## src/sadf_pkg.sv

```systemverilog
// Shared types, codes and defaults of the stack allocator with deferred free.
package sadf_pkg;

  localparam int unsigned ARENA_BYTES_DEF = 4096;

  localparam logic OP_ALLOC  = 1'b0;
  localparam logic OP_FREE   = 1'b1;

  localparam logic ST_DONE   = 1'b0;
  localparam logic ST_REJECT = 1'b1;

  typedef struct packed {
    logic        operation;
    logic [12:0] size_bytes;
    logic [2:0]  align_log2;
    logic [11:0] block_offset;
  } sadf_in_t;

  typedef struct packed {
    logic [11:0] result_offset;
    logic        status;
    logic [12:0] top_after;
  } sadf_out_t;

  typedef struct packed {
    logic load;
    logic clr_wr;
    logic res_load;
    logic mem_rd;
    logic wr_pad_link;
    logic wr_pad_inv;
    logic wr_top_inv;
    logic wr_end_link;
    logic top_alloc;
    logic top_boff;
    logic top_link;
    logic out_load;
  } sadf_cmd_t;

  typedef struct packed {
    logic clr_last;
    logic is_free;
    logic reject;
    logic pad_eq;
    logic top_in_range;
    logic end_hit;
    logic end_in_range;
    logic link_valid;
  } sadf_sts_t;

endpackage

```

## src/sadf_ctrl.sv

```systemverilog
// Controller state machine that sequences allocate, free and link walks.
module sadf_ctrl (
  input  logic                clk_i,
  input  logic                rst_ni,
  input  logic                in_valid_i,
  output logic                in_stall_o,
  output logic                out_valid_o,
  input  logic                out_stall_i,
  input  sadf_pkg::sadf_sts_t sts_i,
  output sadf_pkg::sadf_cmd_t cmd_o
);
  import sadf_pkg::*;

  typedef enum logic [2:0] {
    S_CLEAR,
    S_IDLE,
    S_DECODE,
    S_MV_DATA,
    S_MV_CLR,
    S_WALK_RD,
    S_WALK_CHK,
    S_DONE
  } state_e;

  state_e    state_q, state_d;
  logic      out_valid_q, out_valid_d;
  sadf_cmd_t cmd;

  always_comb begin
    cmd     = '0;
    state_d = state_q;
    case (state_q)
      S_CLEAR: begin
        cmd.clr_wr = 1'b1;
        if (sts_i.clr_last) begin
          state_d = S_IDLE;
        end
      end
      S_IDLE: begin
        if (in_valid_i) begin
          cmd.load = 1'b1;
          state_d  = S_DECODE;
        end
      end
      S_DECODE: begin
        cmd.res_load = 1'b1;
        if (!sts_i.is_free) begin
          if (sts_i.reject) begin
            state_d = S_DONE;
          end else if (sts_i.pad_eq) begin
            cmd.top_alloc = 1'b1;
            state_d       = S_DONE;
          end else if (sts_i.top_in_range) begin
            cmd.mem_rd = 1'b1;
            state_d    = S_MV_DATA;
          end else begin
            cmd.wr_pad_inv = 1'b1;
            cmd.top_alloc  = 1'b1;
            state_d        = S_DONE;
          end
        end else if (sts_i.end_hit) begin
          cmd.top_boff = 1'b1;
          state_d      = S_WALK_RD;
        end else begin
          cmd.wr_end_link = sts_i.end_in_range;
          state_d         = S_DONE;
        end
      end
      S_MV_DATA: begin
        cmd.wr_pad_link = 1'b1;
        state_d         = S_MV_CLR;
      end
      S_MV_CLR: begin
        cmd.wr_top_inv = 1'b1;
        cmd.top_alloc  = 1'b1;
        state_d        = S_DONE;
      end
      S_WALK_RD: begin
        if (sts_i.top_in_range) begin
          cmd.mem_rd = 1'b1;
          state_d    = S_WALK_CHK;
        end else begin
          state_d = S_DONE;
        end
      end
      S_WALK_CHK: begin
        if (sts_i.link_valid) begin
          cmd.wr_top_inv = 1'b1;
          cmd.top_link   = 1'b1;
          state_d        = S_WALK_RD;
        end else begin
          state_d = S_DONE;
        end
      end
      S_DONE: begin
        if (!out_valid_q || !out_stall_i) begin
          cmd.out_load = 1'b1;
          state_d      = S_IDLE;
        end
      end
      default: begin
        state_d = S_IDLE;
      end
    endcase
  end

  always_comb begin
    out_valid_d = out_valid_q;
    if (out_valid_q && !out_stall_i) begin
      out_valid_d = 1'b0;
    end
    if (cmd.out_load) begin
      out_valid_d = 1'b1;
    end
  end

  always_ff @(posedge clk_i or negedge rst_ni) begin
    if (!rst_ni) begin
      state_q     <= S_CLEAR;
      out_valid_q <= 1'b0;
    end else begin
      state_q     <= state_d;
      out_valid_q <= out_valid_d;
    end
  end

  assign in_stall_o  = (state_q != S_IDLE);
  assign out_valid_o = out_valid_q;
  assign cmd_o       = cmd;

endmodule

```

## config.mk

```make
export PLATFORM = sky130hd
export DESIGN_NAME = sadf_ctrl
export DESIGN_NICKNAME = d
export VERILOG_FILES = /design/src/sadf_pkg.sv /design/src/sadf_ctrl.sv
export SDC_FILE = /design/constraint.sdc
export NUM_CORES = 1
export LEC_CHECK = 0
export BUFFER_PORTS_ARGS = -buffer_cell sky130_fd_sc_hd__buf_4
export CORE_AREA = 2 2 39 41
export CTS_CLUSTER_DIAMETER = 200
export DETAILED_ROUTE_END_ITERATION = 10
export DIE_AREA = 0 0 41 43
export HOLD_SLACK_MARGIN = 0.12
export PLACE_DENSITY_LB_ADDON = 0.25
export SYNTH_ARGS = -nofsm -noshare
export SYNTH_HDL_FRONTEND = slang
export SYNTH_SLANG_ARGS = --single-unit
```

## constraint.sdc

```tcl
create_clock -name clk_i -period 1.4 [get_ports clk_i]
set_input_delay 0.14 -clock clk_i [delete_from_list [all_inputs] [get_ports clk_i]]
set_output_delay 0.14 -clock clk_i [all_outputs]
set_load 0.02 [all_outputs]
```

* Word level (Yosys, flattened, before mapping)
Cells that the tools add are included.
Word-level totals: bits in registers 4, bits of input ports 12, word-level logic and storage cells 63
Cells by class: equal/unequal tests 11, multiplexer cells 43, reduce and logical (&&, ||, !) cells 7
Operator list (number):
- $mux W1 | 30
- $pmux W3 S8 | 1
- $mux W3 | 7
- $eq A3 B3 Y1 const B | 4
- $eq A3 B2 Y1 const B | 2
- $ne A2 B2 Y1 const B | 3
- $pmux W1 S2 | 3
- $mux W2 | 2
- $eq A3 B1 Y1 const B | 1
- $logic_not A3 Y1 | 1
- $ne A3 B1 Y1 const B | 1
- $reduce_and A3 Y1 | 1
- $logic_not A1 Y1 | 2
- $reduce_bool A2 Y1 | 1
- $logic_and A1 B1 Y1 | 1
- $logic_or A1 B1 Y1 | 1

* Depth between registers and ports, before layout
depth after elaboration 5, depth in mapped cells 4, gate-level depth less buffers 3

* Worst setup path after synthesis
OpenSTA, ideal clock, no wires.
kind register to output, start point reg state_q[0], end point out cmd_o[6] (netlist name), arrival 1.219 ns, slack 0.041 ns, stages on the path, launching flop included 4, path buffers 0, cells stage by stage dfrtp_1 nor3_1 nand2_1 nor3_1
RTL lines:
- start, declared | line sadf_ctrl.sv:25 | state_e state_q, state_d;
- start signal, assigned | line sadf_ctrl.sv:122 | state_q <= state_d;
- end, declared | line sadf_ctrl.sv:10 | output sadf_pkg::sadf_cmd_t cmd_o

==> metrics.md <==
| Metric | Value |
|---|---|
| Cell Int Power | ~740 µW |
| Die ar. | around 1800 µm² |
| Failing checks | negative setup slack |
| Fmax | just under 700 MHz |
| Post-synth EDFFs | 0 |
| Worst setup path end | cmd_o[4] |
| WP data required | 1.26 ns |
| GRT overflow | 0 |
| Mapped Avg Cell Area | 7.51 µm² |
| Status | complete, but fails checks |
| Pwr Density | between 2000 and 2500 nW/µm² |
| Seq/Total Area, Yosys | 0.278 |
| Die extent in y | 43 µm |
| First-pass GRT wire length | 1.73 mm |
| Max-cap violations | 0 |
| Via count | a little under 500 |
| CP endpoint kind | primary output |
| Final Critical Period | about 1.5 ns |
| WS Path Type | reg2out |
| Worst Reg-to-Reg Cells | 4 |
| Worst-margin pin slew | approximately 0.22 ns |
| Relative slew slack | 0.853 |
| Root buffer cell | clkbuf_4 |
| DR vias/cell | approximately 5.0 |
| Synth area leader | dfrtp_1 |
| Layout cells sized above 1 | 0.538 |
| Htree depth | 1 |
| Setup violators final | 6 |
| Leakage power total | about 0.00033 µW |
| Yosys Warn Count | 0 |
| Row Count | 14 |
| Final nets | 94 |
| WL final | approximately 1.1 mm |
| Port Buffers | 25 |
| Peak supply drop | around 0.0009 V |
| Worst r2r dst | state_q[1]$_DFFE_PN0P_ |
| Clk buf depth | 2 |
| Synth-to-Final Area Change | 83.3% |
| Drt drc | 0 |
| Syn Inst Count | between 40 and 50 |
| Critical Path Source Type | flip-flop |
| Drt pass-1 iters | 4 |
| Post-place setup slack | 0.109 ns |
| Antenna Cells | 0 |
| Worst setup path start | state_q[1]$_DFFE_PN0P_ |
| Pin count of the biggest net entering global routing | 9 |
| Most common flop cell mapped by yosys | dfrtp_1 |
| Power share of the clock group | 0.108 |
| NetSw | roughly 600 µW |
| Synthesized area | ~360 µm² |
| Num CTS Buffers | 3 |
| Ports | 26 |
| Final cell utilization of the core | 0.477 |
| WP data arrival | 1.31 ns |
| FF-to-FF setup slack | 0.19 ns |
| Worst hold slack | 0.160 ns |
| Syn nets | 60 |
| Synth cell types | 26 |
| Reg power frac | 0.197 |
| Post-synth ARST share | 1.00 |
| CORE AREA | about 1400 µm² |
| Initial Util | 0.260 |
| Routability Congestion | around 0.76 |
| Vias in the first global route | between 400 and 500 |
| TritonCTS clock tree | done |
| Initial antenna violation count | 0 |
| Pins Over Slew Limit | 0 |
| Clk_skew | 0.00439 ns |
| Setup TNS | -0.221 ns |
| Routed length per instance | about 11 µm |
| Clk sinks | 4 |
| Worst-Skew Late Latency | between 0.2 and 0.25 ns |
| RSZ-0062 raised after global routing | yes |
| Clk slew on worst S/H paths | roughly 0.04 ns |
| HP Class | in2reg |
| Top cells by area, synth | dfrtp_1 (28%), nor3_1 (8.3%), nand2_1 (8.3%) |
| Hold Violations, Final | 0 |
| Worst reg2reg path startpoint | state_q[0]$_DFFE_PN0P_ |
| Final WS setup | -0.0537 ns |
| Min-delay src | out_stall_i |
| Iter 0 DRT Violations | 14 |
| Tot GR Track Use | 0.149 |
| Detailed Place HPWL | between 800 and 900 µm |
| Chip width | 41 µm |
| Commonest cells post-synth | nand2_1 (8), nor3_1 (6), dfrtp_1 (4) |
| Post-synth top area share | 0.278 |
| Routed Antenna Nets | 0 |
| Worst Path Max Fanout | 5 |
| Sw frac | 0.454 |
| Register bit total from synthesis | 4 |
| Most instantiated library cell after synthesis | nand2_1 |
| Power share of the combinational group | 0.694 |
| Crit share post-route | 1.04 |
## sequential cells by signal (all words and copies together), names as in the netlist
signal and cells:
out_valid_o 1, state_q 3
## cell usage in the layout, fill, tap and decap left out, types with 2 or more instances in the layout
master,count
nor2_1,2
nor3_2,2
o21ai_0,3
nand3_1,2
inv_1,2
dfrtp_1,2
dfrtp_2,2
buf_4,28
nand2_1,8
clkbuf_4,3
buf_6,4
nor3_1,3
## metal layers
metal  share of wire  track usage  up-vias  wire (µm)
li1                -            -      238          -
met4          0.0074       0.0600        0          8
met2            0.49        0.200       21        523
met3           0.096       0.0942        3        104
met5               0            0        -          0
met1            0.41        0.185      222        442
## cells by family (layout without fill, tap and decap cells)
kind of cell | count (synthesis) | after routing | synth area share
and+or+nand+nor | 26 | 26 | 0.399
AOI/OAI and AO/OA | 11 | 11 | 0.205
buffers and inverters | 7 | 39 | 0.118
DFF | 4 | 4 | 0.278
## per-stage QoR
step	total power, µW	std cells	cell area (µm²)
2_1_floorplan	790	48	360
3_3_place_gp	1100	90	574
3_5_place_dp	1100	90	574
4_1_cts	1330	96	641
5_1_grt	1460	96	661
6_report	1350	96	661
## worst min path at each step
stage                               to  slack (ns)  cells after the start
2_1_floorplan  out_valid_o$_DFFE_PN0P_       -0.16                      0
3_3_place_gp    state_q[0]$_DFFE_PN0P_       -0.06                      1
3_5_place_dp    state_q[0]$_DFFE_PN0P_       -0.06                      1
4_1_cts        out_valid_o$_DFFE_PN0P_        0.16                      3
5_1_grt        out_valid_o$_DFFE_PN0P_        0.18                      3
6_report       out_valid_o$_DFFE_PN0P_        0.16                      3
## power groups by stage
stage | registers [µW] | clock network (µW) | logic, µW
finish | 266 | 146 | 937
global route | 278 | 168 | 1010
CTS | 259 | 152 | 920
detailed placement | 254 | 0 | 844
global placement | 252 | 0 | 847
floorplan | 243 | 0 | 546
## worst max-delay path: stages (launching register included)
cell	delay, ns
dfrtp_1	0.40
nor2b_4	0.21
and2_4	0.16
and4b_1	0.19
buf_6	0.12
## what timing repair did
action / CTS / global route
buffers inserted: 2 / 0
gates resized for setup: 6 / 5
pin swaps: 2 / 3
endpoints found under the hold margin: 4 / 0
hold buffers: 1 / 0
setup endpoints to repair: 7 / 9
## area by class of cell
type | instances | area [µm²]
Fill cell | 143 | 723
Timing Repair Buffer | 33 | 265
Multi-Input combinational cell | 37 | 239
Sequential cell | 4 | 103
Clock buffer | 3 | 22.5
Tap cell | 16 | 20.0
Inverter | 3 | 11.3
Note: power is estimated with default switching activity, not from simulation.
